===== src/rtl/core/slcfp_pkg.sv =====
// ----------------------------------------------------------------------------
// Frame parser package
// Shared constants and the result record type for the sync/length/checksum
// frame parser.
// ----------------------------------------------------------------------------
package slcfp_pkg;

  // Start-of-frame marker byte.
  localparam logic [7:0] SYNC_BYTE = 8'hAA;

  // Number of leading body bytes that are kept for the result fields.
  localparam int KEEP_DEPTH = 4;
  localparam int KEEP_IDX_W = $clog2(KEEP_DEPTH);

  // Body lengths that carry a value field, and the shortest that carries an id.
  localparam logic [7:0] LEN_VALUE_LO = 8'd4;
  localparam logic [7:0] LEN_VALUE_HI = 8'd5;
  localparam logic [7:0] LEN_WITH_ID  = 8'd2;

  // One decoded frame.
  typedef struct packed {
    logic [7:0]  frame_cmd;
    logic [7:0]  frame_id;
    logic [15:0] frame_value;
    logic [7:0]  frame_length;
    logic        checksum_ok;
  } frame_t;

endpackage


===== src/rtl/core/slcfp_parser.sv =====
// ----------------------------------------------------------------------------
// Frame parser phase machine
// Tracks hunt/length/body phases, counts body bytes, keeps the running sum
// and the first body bytes, and builds a frame record on the closing byte.
// ----------------------------------------------------------------------------
module slcfp_parser (
  input  logic              clk,
  input  logic              rst_n,
  input  logic              accept,
  input  logic [7:0]        rx_byte,
  output logic              res_valid,
  output slcfp_pkg::frame_t res
);
  import slcfp_pkg::*;

  typedef enum logic [1:0] {
    PH_HUNT = 2'd0,
    PH_LEN  = 2'd1,
    PH_BODY = 2'd2
  } phase_t;

  phase_t     phase_r, phase_nxt;
  logic [7:0] len_r, len_nxt;
  logic [7:0] cnt_r, cnt_nxt;
  logic [7:0] sum_r, sum_nxt;
  logic [7:0] keep_r   [KEEP_DEPTH];
  logic [7:0] keep_nxt [KEEP_DEPTH];
  logic [8:0] cnt_inc;
  logic       emit;

  assign cnt_inc = {1'b0, cnt_r} + 9'd1;

  always_comb begin
    phase_nxt = phase_r;
    len_nxt   = len_r;
    cnt_nxt   = cnt_r;
    sum_nxt   = sum_r;
    keep_nxt  = keep_r;
    emit      = 1'b0;
    case (phase_r)
      PH_HUNT: begin
        if (accept && rx_byte == SYNC_BYTE) begin
          phase_nxt = PH_LEN;
        end
      end
      PH_LEN: begin
        if (accept) begin
          if (rx_byte < SYNC_BYTE) begin
            len_nxt   = rx_byte;
            cnt_nxt   = 8'd0;
            sum_nxt   = 8'd0;
            phase_nxt = PH_BODY;
          end else if (rx_byte > SYNC_BYTE) begin
            phase_nxt = PH_HUNT;
          end
        end
      end
      PH_BODY: begin
        if (accept) begin
          if (cnt_r < 8'(KEEP_DEPTH)) begin
            keep_nxt[cnt_r[KEEP_IDX_W-1:0]] = rx_byte;
          end
          // An empty body closes on one byte that is not summed.
          if (len_r != 8'd0) begin
            sum_nxt = sum_r + rx_byte;
          end
          cnt_nxt = cnt_inc[7:0];
          if (cnt_inc >= {1'b0, len_r}) begin
            emit      = 1'b1;
            phase_nxt = PH_HUNT;
          end
        end
      end
      default: begin
        if (accept) begin
          phase_nxt = PH_HUNT;
        end
      end
    endcase
  end

  always_comb begin
    res.frame_cmd    = keep_nxt[0];
    res.frame_id     = (len_r >= LEN_WITH_ID) ? keep_nxt[1] : 8'd0;
    if (len_r == LEN_VALUE_LO) begin
      res.frame_value = {8'd0, keep_nxt[2]};
    end else if (len_r == LEN_VALUE_HI) begin
      res.frame_value = {keep_nxt[3], keep_nxt[2]};
    end else begin
      res.frame_value = 16'd0;
    end
    res.frame_length = len_r;
    res.checksum_ok  = (sum_nxt == 8'd0);
  end

  assign res_valid = emit;

  always_ff @(posedge clk) begin
    if (!rst_n) begin
      phase_r <= PH_HUNT;
      len_r   <= 8'd0;
      cnt_r   <= 8'd0;
      sum_r   <= 8'd0;
    end else begin
      phase_r <= phase_nxt;
      len_r   <= len_nxt;
      cnt_r   <= cnt_nxt;
      sum_r   <= sum_nxt;
    end
    keep_r <= keep_nxt;
  end

  // A closed frame always sends the parser back to hunting.
  a_emit_hunt: assert property (@(posedge clk) disable iff (!rst_n)
    res_valid |=> phase_r == PH_HUNT)
    else $error("parser did not return to hunting after a frame");

  // Inside a body the count never passes the length.
  a_cnt_bound: assert property (@(posedge clk) disable iff (!rst_n)
    phase_r == PH_BODY |-> (cnt_r < len_r) || (cnt_r == 8'd0))
    else $error("body count ran past body length");

  // A frame is only closed from the body phase on an accepted byte.
  a_emit_src: assert property (@(posedge clk) disable iff (!rst_n)
    res_valid |-> accept && phase_r == PH_BODY)
    else $error("frame emitted outside the body phase");

endmodule


===== src/rtl/core/slcfp_out_buf.sv =====
// ----------------------------------------------------------------------------
// Frame output buffer
// Two-entry skid buffer that holds finished frames so the input side keeps
// running while the consumer stalls.
// ----------------------------------------------------------------------------
module slcfp_out_buf (
  input  logic              clk,
  input  logic              rst_n,
  input  logic              push,
  input  slcfp_pkg::frame_t push_data,
  output logic              space,
  output logic              out_valid,
  input  logic              out_ready,
  output slcfp_pkg::frame_t out_data
);
  import slcfp_pkg::*;

  frame_t     head_r, tail_r;
  logic [1:0] cnt_r, cnt_nxt;
  logic       pop;

  assign pop       = out_valid && out_ready;
  assign out_valid = (cnt_r != 2'd0);
  assign out_data  = head_r;
  assign space     = (cnt_r != 2'd2);

  always_comb begin
    cnt_nxt = cnt_r;
    if (push && !pop) begin
      cnt_nxt = cnt_r + 2'd1;
    end else if (pop && !push) begin
      cnt_nxt = cnt_r - 2'd1;
    end
  end

  always_ff @(posedge clk) begin
    if (!rst_n) begin
      cnt_r <= 2'd0;
    end else begin
      cnt_r <= cnt_nxt;
    end
    if (pop && cnt_r == 2'd2) begin
      head_r <= tail_r;
    end
    if (push) begin
      if (cnt_r == 2'd0 || (cnt_r == 2'd1 && pop)) begin
        head_r <= push_data;
      end else begin
        tail_r <= push_data;
      end
    end
  end

  // The buffer is never written while both entries are occupied.
  a_no_overflow: assert property (@(posedge clk) disable iff (!rst_n)
    push |-> cnt_r != 2'd2)
    else $error("frame pushed into a full output buffer");

  // A frame pushed into an empty buffer shows up on the output next cycle.
  a_push_visible: assert property (@(posedge clk) disable iff (!rst_n)
    push && cnt_r == 2'd0 |=> out_valid && out_data == $past(push_data))
    else $error("pushed frame not presented at the output");

endmodule


===== src/rtl/core/sync_length_checksum_frame_parser.sv =====
// ----------------------------------------------------------------------------
// Sync / length / checksum frame parser
// Byte-stream parser: finds the 0xAA start byte, takes a body length, sums
// the body and reports command, id, value, length and checksum status.
// ----------------------------------------------------------------------------
//
//  Channel   Ports                                   Direction  Content
//  --------  --------------------------------------  ---------  -------------
//  in        in_valid, in_ready, in_rx_byte          input      one rx byte
//  out       out_valid, out_ready, out_frame_*,      output     one frame
//            out_checksum_ok
//
// Every cycle one byte item can be accepted while in_ready is high; the phase
// machine, byte count and 8-bit running sum are updated by a single level of logic.
// A frame closed by a byte is written into the output buffer when that byte is
// accepted and reaches the out channel once the frames ahead of it are taken.
// A two-entry output buffer absorbs consumer stalls: in_ready drops only
// when both entries hold frames that have not been taken.
// Reset (synchronous, rst_n low) returns the parser to hunting for the
// start byte and empties the output buffer.
//
// Frame format: 0xAA, length L (below 0xAA), then L body bytes. A length
// byte of 0xAA is skipped; a length above 0xAA abandons the frame. The
// command is body byte 0, the id body byte 1 (zero for shorter bodies),
// the value body byte 2 for L = 4 or bytes 3:2 for L = 5, and zero
// otherwise. checksum_ok is set when the body bytes sum to zero mod 256.
// A zero-length body closes on the next byte, which is reported as the
// command with a good checksum. Frames with a bad sum are still reported,
// with checksum_ok low.
// ----------------------------------------------------------------------------
module sync_length_checksum_frame_parser (
  input  logic        clk,
  input  logic        rst_n,
  input  logic        in_valid,
  output logic        in_ready,
  input  logic [7:0]  in_rx_byte,
  output logic        out_valid,
  input  logic        out_ready,
  output logic [7:0]  out_frame_cmd,
  output logic [7:0]  out_frame_id,
  output logic [15:0] out_frame_value,
  output logic [7:0]  out_frame_length,
  output logic        out_checksum_ok
);
  import slcfp_pkg::*;

  logic   accept;
  logic   res_valid;
  logic   space;
  frame_t res;
  frame_t head;

  // A byte is taken whenever the buffer has room for a possible frame.
  assign in_ready = space;
  assign accept   = in_valid && in_ready;

  slcfp_parser u_parser (
    .clk       (clk),
    .rst_n     (rst_n),
    .accept    (accept),
    .rx_byte   (in_rx_byte),
    .res_valid (res_valid),
    .res       (res)
  );

  slcfp_out_buf u_out_buf (
    .clk       (clk),
    .rst_n     (rst_n),
    .push      (res_valid),
    .push_data (res),
    .space     (space),
    .out_valid (out_valid),
    .out_ready (out_ready),
    .out_data  (head)
  );

  assign out_frame_cmd    = head.frame_cmd;
  assign out_frame_id     = head.frame_id;
  assign out_frame_value  = head.frame_value;
  assign out_frame_length = head.frame_length;
  assign out_checksum_ok  = head.checksum_ok;

endmodule


===== config.mk =====
export PLATFORM = sky130hd
export DESIGN_NAME = sync_length_checksum_frame_parser
export DESIGN_NICKNAME = d
export VERILOG_FILES = /design/src/rtl/core/slcfp_pkg.sv /design/src/rtl/core/slcfp_parser.sv /design/src/rtl/core/slcfp_out_buf.sv /design/src/rtl/core/sync_length_checksum_frame_parser.sv
export SDC_FILE = /design/constraint.sdc
export NUM_CORES = 1
export LEC_CHECK = 0
export BUFFER_PORTS_ARGS = -buffer_cell sky130_fd_sc_hd__buf_2
export CORE_ASPECT_RATIO = 0.7
export CORE_MARGIN = 3
export CORE_UTILIZATION = 50
export CTS_BUF_LIST = sky130_fd_sc_hd__clkbuf_4
export CTS_CLUSTER_DIAMETER = 60
export CTS_CLUSTER_SIZE = 24
export DETAILED_ROUTE_END_ITERATION = 12
export HOLD_SLACK_MARGIN = 0.05
export PLACE_DENSITY = 0.66
export SYNTH_ARGS = -nofsm -noshare
export SYNTH_HDL_FRONTEND = slang
export SYNTH_SLANG_ARGS = --single-unit

===== constraint.sdc =====
create_clock -name clk -period 4.7 [get_ports clk]
set_clock_uncertainty 0.1 [all_clocks]
set_input_delay 0.705 -clock clk [delete_from_list [all_inputs] [get_ports clk]]
set_output_delay 0.705 -clock clk [all_outputs]
set_load 0.02 [all_outputs]

==> results.md, run 1 <==
- The number of remaining DRC errors is 0.
- The final critical path takes up 78.0% of the cycle.
- In this run, the number of DRC markers left after iteration 0 of detailed routing was 214.
- The final layout net count is roughly 700.
- The clock root buffer master is sky130_fd_sc_hd__clkbuf_4.
- The number of detailed-routing iterations run before antenna repair is 4.
- Static timing analysis puts the maximum clock frequency at 0.273 GHz.
- No sink is reached through more buffers than the 2 on the longest clock path.
- The final weighted congestion of routability-driven global placement is approximately 0.88.
- The cell area after synthesis is 6300 um^2.
- The die width is between 100 and 150 um.
- The cell count after synthesis is 590.
- The routed layout has roughly 4400 vias.
- Of all nets on the critical path, the largest fanout is 46.
- For this run, global-route usage on met2 was measured as 30.4%.
- The number of standard-cell rows in the floorplan is 33.
- The count of inserted antenna diode cells is 0.
- The power per cell area is 325 nW/um^2.
- For this design the static power due to leakage is 3.56 nW.
- In this run the number of H-tree levels came out at 4.
- Synthesis inferred approximately 140 register bits.
- The first global-routing pass estimated 21700 um of wire.
- The cell at the slowest stage of the critical path is sky130_fd_sc_hd__or3_2.
- The data arrival time of the critical path is 4.01 ns.
- The area overhead of the layout relative to synthesis is 11.8%.
- Counting flops with a built-in enable in the synthesized netlist gives 41.
- The tool flagged a number of max-cap violations equal to 0.
- Global routing used about 20% of the available tracks.
- Global routing finished with a remaining overflow of 0.
- The final number of hold-violating endpoints is 0.
- After detailed routing, the total wire length is 13200 um.
- The count of input and output buffers is 54.
- For this run, the register share of the synthesized area comes to 51.6%.
- In this run the standard cell core region covers 12000 um^2.
- Counting cells, the worst reg-to-reg path comes to 12.
- The number of pins with negative max-slew slack in the final report is 0.
- The TritonCTS buffer count is 17.
- The type of destination of the critical path is a flip-flop.
- The largest voltage drop on the vdd net is 0.000181 V.
- The floorplan step defined a die boundary enclosing 14000 um^2.
- The finished layout cell area is 7040 um^2.
- The source-to-sink clock delay at the later pin of the worst-skew pair is 0.53 ns.
- The maximum number of pins on one net before global-route repair is 47.
- The top-level port count is 55.
- The routing usage on met1 is 27.7%.
- The worst setup path is of the reg2reg kind.
- The post-detailed-route wirelength per cell is 16.2 um.
- Measured along the y axis, the die boundary spans about 100 um.
- The detailed placer's ending HPWL is 9150 um.
- After synthesis, the mean cell area works out to 10.7 um^2.
- Synthesis produced a netlist with a net count of 629.
- The pin slew with the least headroom to its limit is 1.00 ns.
- The via count of the first global-routing pass is 4203.
- The most used flip-flop cell after synthesis is sky130_fd_sc_hd__dfxtp_1.
- The clock period minus final worst setup slack is 3.67 ns.
- The clock slew seen by the registers of the worst setup and hold paths is 0.14 ns.
- After global routing, the most crowded layer is met2.
- The number of antenna violations at the first check in global routing is 0.
- Summing all placed instances gives a cell area of 6730 um^2.
- Along the worst hold path, the cell count comes to 2.
- The class of the worst hold path is reg2reg.
- The required time at the endpoint of the critical path is around 5.0 ns.
- The critical path goes through ha_1 -> and3_1 -> nand3_1 -> xnor2_1 -> ha_1 -> nand3_1 -> nor3_1 -> nor4_1 -> or3_2 -> buf_12 -> nand2_1 -> o21a_1.
- The routed via count divided by cell count is 5.34.
- The flow ran to the end, and the final reports show no timing, DRC or antenna violations.
- Setup repair after global routing left no endpoint under its margin.
- The number of buffers added for setup after CTS is 0.
- The worst pin sits at a relative slew slack of 33.2%.
- Gates resized during post-CTS repair numbered 0.
- For this configuration, the core starts out at a cell density of between 50% and 60%.
- The post-synthesis cell type count is 55.
- The worst setup path is launched from a flip-flop.
- The residual antenna-violating net count after detailed routing is 0.
- The fraction of layout cells with a size suffix above 1 is 17.0%.
- After synthesis, the share of flip-flops with an asynchronous set or reset is 0%.
- The met3 routing resource usage after global routing is 4.38%.
- Setup violations remaining at the end of the flow were counted as 0.
- The Yosys step of the flow raised 0 warnings.
- Buffers inserted to repair hold after CTS numbered 0.
- The total negative setup slack is 0 ns.
- The CTS tree is yes.
- The delay of the slowest critical-path stage is around 0.68 ns.
- The total number of clock tree sinks is 142.
==> final timing paths <==
check	startpoint	endpoint	slack, ns
worst max-delay path	u_parser.cnt_r[0]$_SDFFE_PN0P_	u_out_buf.out_data[25]$_DFF_P_	1.03
worst max register to register	u_parser.cnt_r[0]$_SDFFE_PN0P_	u_out_buf.out_data[25]$_DFF_P_	1.03
worst min-delay path	u_parser.keep_r[2]$_DFF_P_	u_parser.keep_r[2]$_DFF_P_	0.37
worst min register to register	u_parser.keep_r[2]$_DFF_P_	u_parser.keep_r[2]$_DFF_P_	0.37
==> power breakdown <==
part / switching, W / total [W] / internal [W]
logic: 0.0000975 / 0.000160 / 0.0000628
clock network: 0.000492 / 0.000827 / 0.000336
registers: 0.0000153 / 0.00130 / 0.00128
total: 0.000604 / 0.00229 / 0.00168
==> cells by family (layout without fill, tap and decap cells) <==
kind of cell / after synthesis / after routing / synth area share, %
multiplexers: 82 / 82 / 13.2
XOR/XNOR: 11 / 11 / 1.53
flip-flops: 142 / 142 / 51.6
adder cells (fa/ha/maj): 27 / 27 / 5.48
AND/OR/NAND/NOR: 164 / 164 / 13.5
AO/OA/AOI/OAI: 96 / 96 / 10.4
buffers and inverters: 68 / 137 / 4.25
==> state kept, by name, indices dropped and copies added (netlist names) <==
register and count:
u_out_buf.out_data 41, u_out_buf.tail_r 41, u_parser.keep_r 32, u_parser.cnt_r 8
u_parser.len_r 8, u_parser.sum_r 8, u_out_buf.cnt_r 2, u_parser.phase_r 2
==> routing by layer <==
| metal | vias to the layer above | routed length, um |
|---|---|---|
| li1 | 2180 | - |
| met1 | 2069 | 6330 |
| met2 | 103 | 5800 |
| met3 | 8 | 944 |
| met4 | 0 | 119 |
| met5 | - | 0 |
==> stage by stage <==
| stage | hold WS, ns | instances | util [%] | total power (W) | setup slack, ns |
|---|---|---|---|---|---|
| 6_report | 0.373 | 816 | 58.6 | 0.00229 | 1.03 |
| 5_1_grt | 0.398 | 816 | 58.6 | 0.00239 | 0.697 |
| 4_1_cts | 0.376 | 816 | 58.6 | 0.00232 | 1.02 |
| 3_5_place_dp | 0.343 | 784 | 56.0 | 0.00149 | 1.03 |
| 3_3_place_gp | 0.340 | 784 | 56.0 | 0.00148 | 1.17 |
| 2_1_floorplan | 0.329 | 590 | - | 0.00143 | 1.25 |
==> Yosys cell counts (all sizes together) (2+ instances only) <==
cell    count  area (um^2)
dfxtp     101         2020
buf         6         35.0
o211ai      5         37.5
nor2       54          203
a22oi       7         52.6
xnor2       7         61.3
o41ai       2         17.5
a21o        3         22.5
o21ai       7         35.0
ha         26          325
xor2        4         35.0
nor2b      21          131
edfxtp     41         1230
mux2        8         90.1
and2        7         43.8
nand3      12         60.1
clkbuf     14         52.6
or3         3         18.8
nand3b      2         15.0
nand2b      2         12.5
nand2      39          171
a21oi      27          135
nor4        4         55.1
nand4       3         18.8
o31ai       2         15.0
o21a       26          195
mux2i      74          741
inv        48          180
a31oi       2         18.8
nor3        5         30.0
a21boi      7         52.6
and3        6         37.5
==> final cells by class <==
class / instances / area, um^2
clock buffer: 17 / 128
multi-input combinational: 380 / 2790
inverter: 48 / 180
clock inverter: 15 / 180
sequential: 142 / 3250
timing repair buffer: 57 / 318
fill: 1024 / 4970
tap: 157 / 196
==> layout by cell type (no fill, tap or decap), types with 3 or more instances in the layout <==
cell	netlist	final
sky130_fd_sc_hd__xor2_1	4	4
sky130_fd_sc_hd__ha_1	26	26
sky130_fd_sc_hd__nand2_1	35	35
sky130_fd_sc_hd__mux2_2	8	8
sky130_fd_sc_hd__inv_6	0	5
sky130_fd_sc_hd__a21o_1	3	3
sky130_fd_sc_hd__nor3_1	4	4
sky130_fd_sc_hd__mux2i_1	74	74
sky130_fd_sc_hd__a22oi_1	7	7
sky130_fd_sc_hd__inv_1	47	47
sky130_fd_sc_hd__o21a_1	26	26
sky130_fd_sc_hd__a21boi_0	7	7
sky130_fd_sc_hd__clkbuf_4	0	17
sky130_fd_sc_hd__o21ai_0	7	7
sky130_fd_sc_hd__nand4_1	3	3
sky130_fd_sc_hd__buf_2	4	54
sky130_fd_sc_hd__edfxtp_1	41	41
sky130_fd_sc_hd__nor2b_1	21	21
sky130_fd_sc_hd__dfxtp_1	101	101
sky130_fd_sc_hd__xnor2_1	7	7
sky130_fd_sc_hd__and2_1	7	6
sky130_fd_sc_hd__nor2_1	54	54
sky130_fd_sc_hd__nand2_4	3	3
sky130_fd_sc_hd__nand3_1	12	11
sky130_fd_sc_hd__and3_1	6	6
sky130_fd_sc_hd__a21oi_1	27	27
sky130_fd_sc_hd__o211ai_1	5	5
==> critical path: cells and delay by family (launching register included) <==
family	cells	cell delay [ns]
compound gates	1	0.12
xor+xnor	1	0.16
fa+ha+maj	2	0.62
buf+inv	1	0.29
flops	1	0.44
simple gates	7	1.82
No activity file was read; power rests on OpenSTA's default activity.
==> run 2, diff against run 1 <==
- PLACE_DENSITY: 0.66 -> 0.68
- clock period: 4.7 -> 3.1 ns (I/O delays scaled with it)
==> run 2 against run 1 <==
Against the previous run:
- flip-flop and latch count did not move
- largest power group unchanged
- largest cell class unchanged
- via count grew 2.7%
- highest routed layer unchanged
- critical path depth grew 1
- hold slack got worse by 0.19 ns
- count of clock-buffer cells in the layout is 1 higher
- sequential share of layout area down 1.3 points
- design area is 3.2% higher
- die area stayed put
- maximum frequency up 28%
- sequential power is 52% higher
- non-clock buffer count rose by 12
==> results.md, run 2 (synthesis gave the netlist of run 1 again) <==
- The run finished with clean final reports.
- The routed via count divided by cell count was 5.41 (+1.2%).
- Setup repair after global routing left no endpoint under its margin.
- The overall power of the completed layout was 0.00369 W (+61%).
- The routed wire length is 13900 um (+5.4%).
- The worst-path maximum fanout came to 6 (-87%).
- The final number of hold-violating endpoints was 0 (unchanged).
- The final core utilization came to 60.5% (+1.9 points).
- The number of pins with negative max-slew slack in the final report came to 0 (unchanged).
- The launch point of the critical path is u_parser.cnt_r[0]$_SDFFE_PN0P_.
- The final layout net count is 697 (+1.8%).
- The finished layout cell area was 7260 um^2 (+3.2%).
- The top-level port count is 55 (unchanged).
- The cell repeated most along the worst path is sky130_fd_sc_hd__ha_1.
- The library cells used most frequently in the layout, excluding fill and tap cells, are sky130_fd_sc_hd__dfxtp_1, sky130_fd_sc_hd__mux2i_1, sky130_fd_sc_hd__nor2_1, sky130_fd_sc_hd__buf_2, sky130_fd_sc_hd__inv_1.
- The detailed placer's ending HPWL was 9580 um (+4.7%).
- The source-to-sink clock delay at the later pin of the worst-skew pair is 0.54 ns (about the same).
- The count of inserted antenna diode cells is 0 (unchanged).
- The total of endpoints with negative setup slack in the final report came to 0 (unchanged).
- The routing usage on met1 is 29.3% (+1.6 points).
- The number of standard-cell rows in the floorplan was 33 (unchanged).
- The fraction of layout cells with a size suffix above 1 is 19.8% (+2.8 points).
- The gate family responsible for the most delay along the worst path is simple AND/OR/NAND/NOR gates.
- The final clock period utilization by the worst path came to 92.3% (+14 points).
- The maximum number of pins on one net before global-route repair is 49 (+4.3%).
- The total number of clock tree sinks is 142 (unchanged).
- The residual overflow from global routing is 0 (unchanged).
- The max-capacitance violation count was 0 (unchanged).
- The met2 track demand over resource came to 30.9% (+0.48 points).
- The type of destination of the critical path is a flip-flop.
- The area of the core is 12000 um^2 (unchanged).
- The via count of the first global-routing pass is 4387 (+4.4%).
- The relative max-transition margin came to 55.1% (+22 points).
- The power per cell area is 508 nW/um^2 (+56%).
- The pin slew with the least headroom to its limit is 0.671 ns (-0.330 ns).
- In this run the most critical hold path is launched from in_rx_byte[2].
- Leaving out fill and tap cells, the most frequent cell in the layout is sky130_fd_sc_hd__dfxtp_1.
- The min-delay analysis places its worst path in the category in2reg.
- The starting DRC count in detailed routing is 356 (+66%).
- The combined buffer and inverter count along the critical path came to 0 (-1).
- The count of input and output buffers is 54 (unchanged).
- From synthesis to final layout, the design area changed by 15.3%.
- The signal on the critical path passes through ha_1 -> and3_1 -> nand3_1 -> xnor2_1 -> ha_1 -> nand3_1 -> nor3_2 -> nor4_4 -> nor2_1 -> ha_1 -> nand2_1 -> o21ai_0 -> and2_1.
- The required time at the endpoint of the critical path was 3.44 ns (-1.60 ns).
- The startpoint class of the critical path is a flip-flop.
- The highest achievable clock rate is 0.349 GHz (+28%).
- The number of buffers added for setup after CTS is 0 (unchanged).
- The level count of the clock H-tree was 4 (unchanged).
- Among all stages on the critical path, the largest delay is contributed by sky130_fd_sc_hd__dfxtp_2.
- The number of remaining DRC errors came to 0 (unchanged).
- The number of fillers in the final layout is 1003 (-2.1%).
- The area used by sequential logic in the layout is 3260 um^2 (+0.19%).
- The area of combinational cells with multiple inputs was 2830 um^2 (+1.7%).
- The number of antenna violations at the first check in global routing came to 0 (unchanged).
- TritonCTS built the clock tree.
- The clock root buffer master is sky130_fd_sc_hd__clkbuf_4.
- The buffer levels on the longest clock path is 2 (unchanged).
- The initial core utilization was 52.4% (unchanged).
- The number of detailed-routing iterations run before antenna repair is 5 (+1).
- The clock slew seen by the registers of the worst setup and hold paths is 0.13 ns (about the same).
- The total number of vias is 4478 (+2.7%).
- The most heavily used metal layer in global routing is met2.
- The largest voltage drop on the vdd net is 0.000302 V (+67%).
- The overall die area is 14000 um^2 (unchanged).
- The global-route usage over all layers came to 20.5% (+0.92 points).
- The data arrival time of the critical path is 3.21 ns (-0.80 ns).
- The delay of the slowest critical-path stage is 0.40 ns (-0.28 ns).
- The residual antenna-violating net count after detailed routing is 0 (unchanged).
- The met3 routing resource usage after global routing is 4.48% (+0.095 points).
- The TritonCTS buffer count is 17 (unchanged).
- The placed instance area was 6850 um^2 (+1.7%).
- The final weighted congestion of routability-driven global placement is 0.869 (-1.0%).
- The post-detailed-route wirelength per cell is 16.8 um (+3.9%).
- The leakage power of the design is 3.69 nW (+3.5%).
- The die width is 140 um (unchanged).
- The die height is 99.9 um (unchanged).
- The clock period minus final worst setup slack is 2.86 ns (-0.806 ns).
- The class of the most critical setup path is reg2reg.
- The wire length of the first global-routing pass is 22400 um (+3.3%).
- The origin of the critical flop-to-flop path is u_parser.cnt_r[0]$_SDFFE_PN0P_.
run 2: cell types whose count changed in the layout (fill, tap and decap cells not counted), moves of 2 or more:
cell,before,now
sky130_fd_sc_hd__dfxtp_1,101,96
sky130_fd_sc_hd__bufinv_16,2,5
sky130_fd_sc_hd__buf_4,1,11
sky130_fd_sc_hd__dfxtp_2,0,5
sky130_fd_sc_hd__buf_12,2,4
sky130_fd_sc_hd__clkinvlp_4,2,0
run 2: where the power goes:
group | switching (W) | internal, W | total (W)
Sequential | 0.0000240 | 0.00194 | 0.00197
Combinational | 0.000153 | 0.000101 | 0.000254
Clock | 0.000717 | 0.000750 | 0.00147
run 2: cell type report:
cell class | count | area share (%)
sequential | 142 | 44.9
multi-input combinational | 380 | 39.0
clock inverter | 14 | 3.13
clock buffer | 18 | 1.86
tap | 157 | 2.70
timing repair buffer | 69 | 5.96
inverter | 48 | 2.48
run 2: tightest hold or removal path, delay by kind of cell:
family / cells / cell delay [ns]
mux: 1 / 0.11
buf+inv: 2 / 0.23
run 2: per-layer routing:
| layer | vias up | part of all wire (%) | routed length, um |
|---|---|---|---|
| li1 | 2195 | - | - |
| met1 | 2120 | 50 | 6930 |
| met2 | 145 | 43 | 5980 |
| met3 | 18 | 5.6 | 780 |
| met4 | 0 | 1.5 | 208 |
| met5 | - | 0 | 0 |
run 2: path summary, 6_finish.rpt:
| check | endpoint | slack (ns) | cells after the start |
|---|---|---|---|
| min | u_parser.keep_r[18]$_DFF_P_ | 0.18 | 3 |
| max | u_out_buf.cnt_r[1]$_SDFFE_PN0P_ | 0.24 | 13 |
| min reg2reg | u_parser.keep_r[9]$_DFF_P_ | 0.37 | 2 |
| max reg2reg | u_out_buf.cnt_r[1]$_SDFFE_PN0P_ | 0.24 | 13 |
run 2: stage by stage:
stage / worst slack (ns) / hold slack (ns) / setup TNS, ns / std cells
2_1_floorplan: 0.0836 / 0.329 / 0 / 590
3_3_place_gp: 0.0376 / 0.340 / 0 / 796
3_5_place_dp: -0.0504 / 0.346 / -0.0954 / 796
4_1_cts: 0.0582 / 0.154 / 0 / 828
5_1_grt: 0.0177 / 0.191 / 0 / 828
6_report: 0.238 / 0.184 / 0 / 828
run 2: repair_timing:
item | 4_1_cts | 5_1_grt
pin swaps | 0 | 1
hold buffers | 0 | 0
gates resized for setup | 1 | 12
setup endpoints to repair | 53 | 86
==> run 3, diff against run 2 <==
- GPL_TIMING_DRIVEN: not set -> 0
==> run 3 against run 2 <==
Against the previous run:
- non-clock buffer count grew 7
- flip-flop and latch count is the same
- clock power shrank 7%
- global-route usage grew 1.1 points
- routed wire length grew 6.1%
- largest cell class unchanged
==> results.md, run 3 (synthesis gave the netlist of run 1 again) <==
- The flow ran to the end, and the final reports show no timing, DRC or antenna violations.
- The clock period minus final worst setup slack is 3.01 ns (+0.148 ns).
- The initial core utilization is 52.4% (unchanged).
- The number of pins with negative max-slew slack in the final report is 0 (unchanged).
- The TritonCTS buffer count is 17 (unchanged).
- The class of the most critical setup path is reg2reg.
- The power per cell area is 491 nW/um^2 (-3.2%).
- The maximum number of pins on one net before global-route repair is 21 (-57%).
- The number of standard-cell rows in the floorplan came to 33 (unchanged).
- The global-route usage over all layers was 21.6% (+1.1 points).
- The clock root buffer master is sky130_fd_sc_hd__clkbuf_4.
- The global routing stage identified its most utilized layer as met2.
- The number of fillers in the final layout is 1032 (+2.9%).
- The finished layout cell area came to 7280 um^2 (+0.28%).
- The final weighted congestion of routability-driven global placement is 0.811 (-6.7%).
- The leakage power of the design is 3.65 nW (-1.0%).
- The level count of the clock H-tree is 4 (unchanged).
- The clock slew seen by the registers of the worst setup and hold paths came to 0.13 ns (about the same).
- The buffer levels on the longest clock path was 2 (unchanged).
- The library cells used most frequently in the layout, excluding fill and tap cells, are sky130_fd_sc_hd__dfxtp_1, sky130_fd_sc_hd__mux2i_1, sky130_fd_sc_hd__buf_2, sky130_fd_sc_hd__nor2_1, sky130_fd_sc_hd__inv_1.
- The routed wire length is 14800 um (+6.1%).
- The max-capacitance violation count is 0 (unchanged).
- The highest achievable clock rate is 0.332 GHz (-4.9%).
- The top-level port count is 55 (unchanged).
- The die height is 99.9 um (unchanged).
- The area of the core is 12000 um^2 (unchanged).
- Walking the worst path, the cells encountered are ha_4 -> and3_4 -> nand3_2 -> xnor2_1 -> ha_1 -> nand3_1 -> nor3_2 -> nor4_4 -> or3_1 -> buf_4 -> clkbuf_4 -> o21a_1.
- The residual overflow from global routing is 0 (unchanged).
- The source-to-sink clock delay at the later pin of the worst-skew pair is 0.53 ns (about the same).
- The final clock period utilization by the worst path came to 97.1% (+4.8 points).
- The required time at the endpoint of the critical path is 3.43 ns (about the same).
- The number of remaining DRC errors came to 0 (unchanged).
- The met2 track demand over resource came to 32.8% (+1.9 points).
- The worst setup path is captured at a flip-flop.
- The number of antenna violations at the first check in global routing is 0 (unchanged).
- The min-delay analysis places its worst path in the category in2reg.
- The area overhead of the layout relative to synthesis is 15.7%.
- The worst setup timing slack at the placement stage was -0.737 ns (-0.687 ns).
- The number of detailed-routing iterations run before antenna repair was 5 (unchanged).
- The relative max-transition margin is 48.4% (-6.7 points).
- The total number of vias is 4546 (+1.5%).
- The placed instance area is 6760 um^2 (-1.3%).
- The final number of hold-violating endpoints is 0 (unchanged).
- The overall power of the completed layout is 0.00358 W (-3.0%).
- The count of input and output buffers is 53 (-1.9%).
- The CTS tree is yes.
- The overall die area was 14000 um^2 (unchanged).
- The total of endpoints with negative setup slack in the final report is 0 (unchanged).
- The routed via count divided by cell count is 5.42 (+0.31%).
- The met3 routing resource usage after global routing is 3.71% (-0.76 points).
- The detailed placer's ending HPWL came to 9630 um (+0.54%).
- The most common cell after layout, fill and taps aside is sky130_fd_sc_hd__dfxtp_1.
- Setup repair after global routing could not meet its margin everywhere.
- For this design, the slowest cell found on the critical path is sky130_fd_sc_hd__dfxtp_4.
- The pin slew with the least headroom to its limit is 0.774 ns (+0.103 ns).
- STA classifies the critical path startpoint as a flip-flop.
- The wire length of the first global-routing pass is 23700 um (+5.6%).
- The die width is 140 um (unchanged).
- The fraction of layout cells with a size suffix above 1 came to 19.8% (about the same).
- The largest voltage drop on the vdd net came to 0.000328 V (+8.9%).
- The worst hold slack is 0.163 ns (-0.0207 ns).
- The final layout net count is 707 (+1.4%).
- The total number of clock tree sinks is 142 (unchanged).
- The starting DRC count in detailed routing is 241 (-32%).
- The post-route worst setup slack is 0.0898 ns (-0.148 ns).
- The worst-path maximum fanout is 10 (+4).
- The count of inserted antenna diode cells is 0 (unchanged).
- The routing usage on met1 is 31.6% (+2.3 points).
- The quantity of hold-fixing buffers added after cts is 0 (unchanged).
- The residual antenna-violating net count after detailed routing came to 0 (unchanged).
- The post-detailed-route wirelength per cell is 17.6 um (+4.9%).
- The data arrival time of the critical path is 3.34 ns (+0.13 ns).
- The via count of the first global-routing pass is 4470 (+1.9%).
- The delay of the slowest critical-path stage is 0.41 ns (about the same).
[run 3: area by class of cell]
class | count | area, um^2 | share of cell area, %
repair buffers | 56 | 300 | 4.12
plain buffers | 20 | 134 | 1.84
inverters | 48 | 180 | 2.47
clock buffers | 19 | 143 | 1.96
flip-flops and latches | 142 | 3260 | 44.8
clock inverters | 13 | 186 | 2.56
multi-input cells | 383 | 2880 | 39.5
well taps | 157 | 196 | 2.70
[run 3: worst max-delay path: cells and delay by family (launching register included)]
kind / cells / cell delay, ns
xor gates and xnor gates: 1 / 0.15
AOI/OAI and AO/OA: 1 / 0.19
adders and majority gates: 2 / 0.51
DFF: 1 / 0.41
and+or+nand+nor: 6 / 1.16
buffers and inverters: 2 / 0.41
[run 3: path summary, 6_finish.rpt]
path	cells after the start	from	endpoint	slack, ns
max	12	u_parser.cnt_r[0]$_SDFFE_PN0P_	u_out_buf.out_data[32]$_DFF_P_	0.09
min	2	rst_n	u_parser.cnt_r[2]$_SDFFE_PN0P_	0.16
max reg2reg	12	u_parser.cnt_r[0]$_SDFFE_PN0P_	u_out_buf.out_data[32]$_DFF_P_	0.09
min reg2reg	2	u_parser.keep_r[18]$_DFF_P_	u_parser.keep_r[18]$_DFF_P_	0.37
[run 3: metrics by stage]
stage | cells | utilization [%] | setup TNS (ns)
3_5_place_dp | 800 | 56.3 | -55.36
4_1_cts | 835 | 59.8 | 0
6_report | 838 | 60.6 | 0
3_3_place_gp | 800 | 56.3 | -52.72
5_1_grt | 838 | 60.6 | -0.588
2_1_floorplan | 590 | - | 0
[run 3: power by group]
group | internal, W | switching (W) | total, W
Clock | 0.000666 | 0.000695 | 0.00136
Combinational | 0.0000972 | 0.000155 | 0.000252
Sequential | 0.00194 | 0.0000248 | 0.00197
Total | 0.00271 | 0.000875 | 0.00358
[run 3: repair_timing]
item | in CTS | in global routing
pin swaps | 3 | 6
gates resized for setup | 24 | 21
setup buffers | 1 | 2
gates cloned | 2 | 1
endpoints found under the setup margin | 86 | 80
endpoints found under the hold margin | 0 | 0
[run 3: layer usage]
metal  share of wire (%)  up-vias
li1                    -     2222
met1                  51     2182
met2                  44      121
met3                 4.3       21
met4                 1.2        0
met5                   0        -
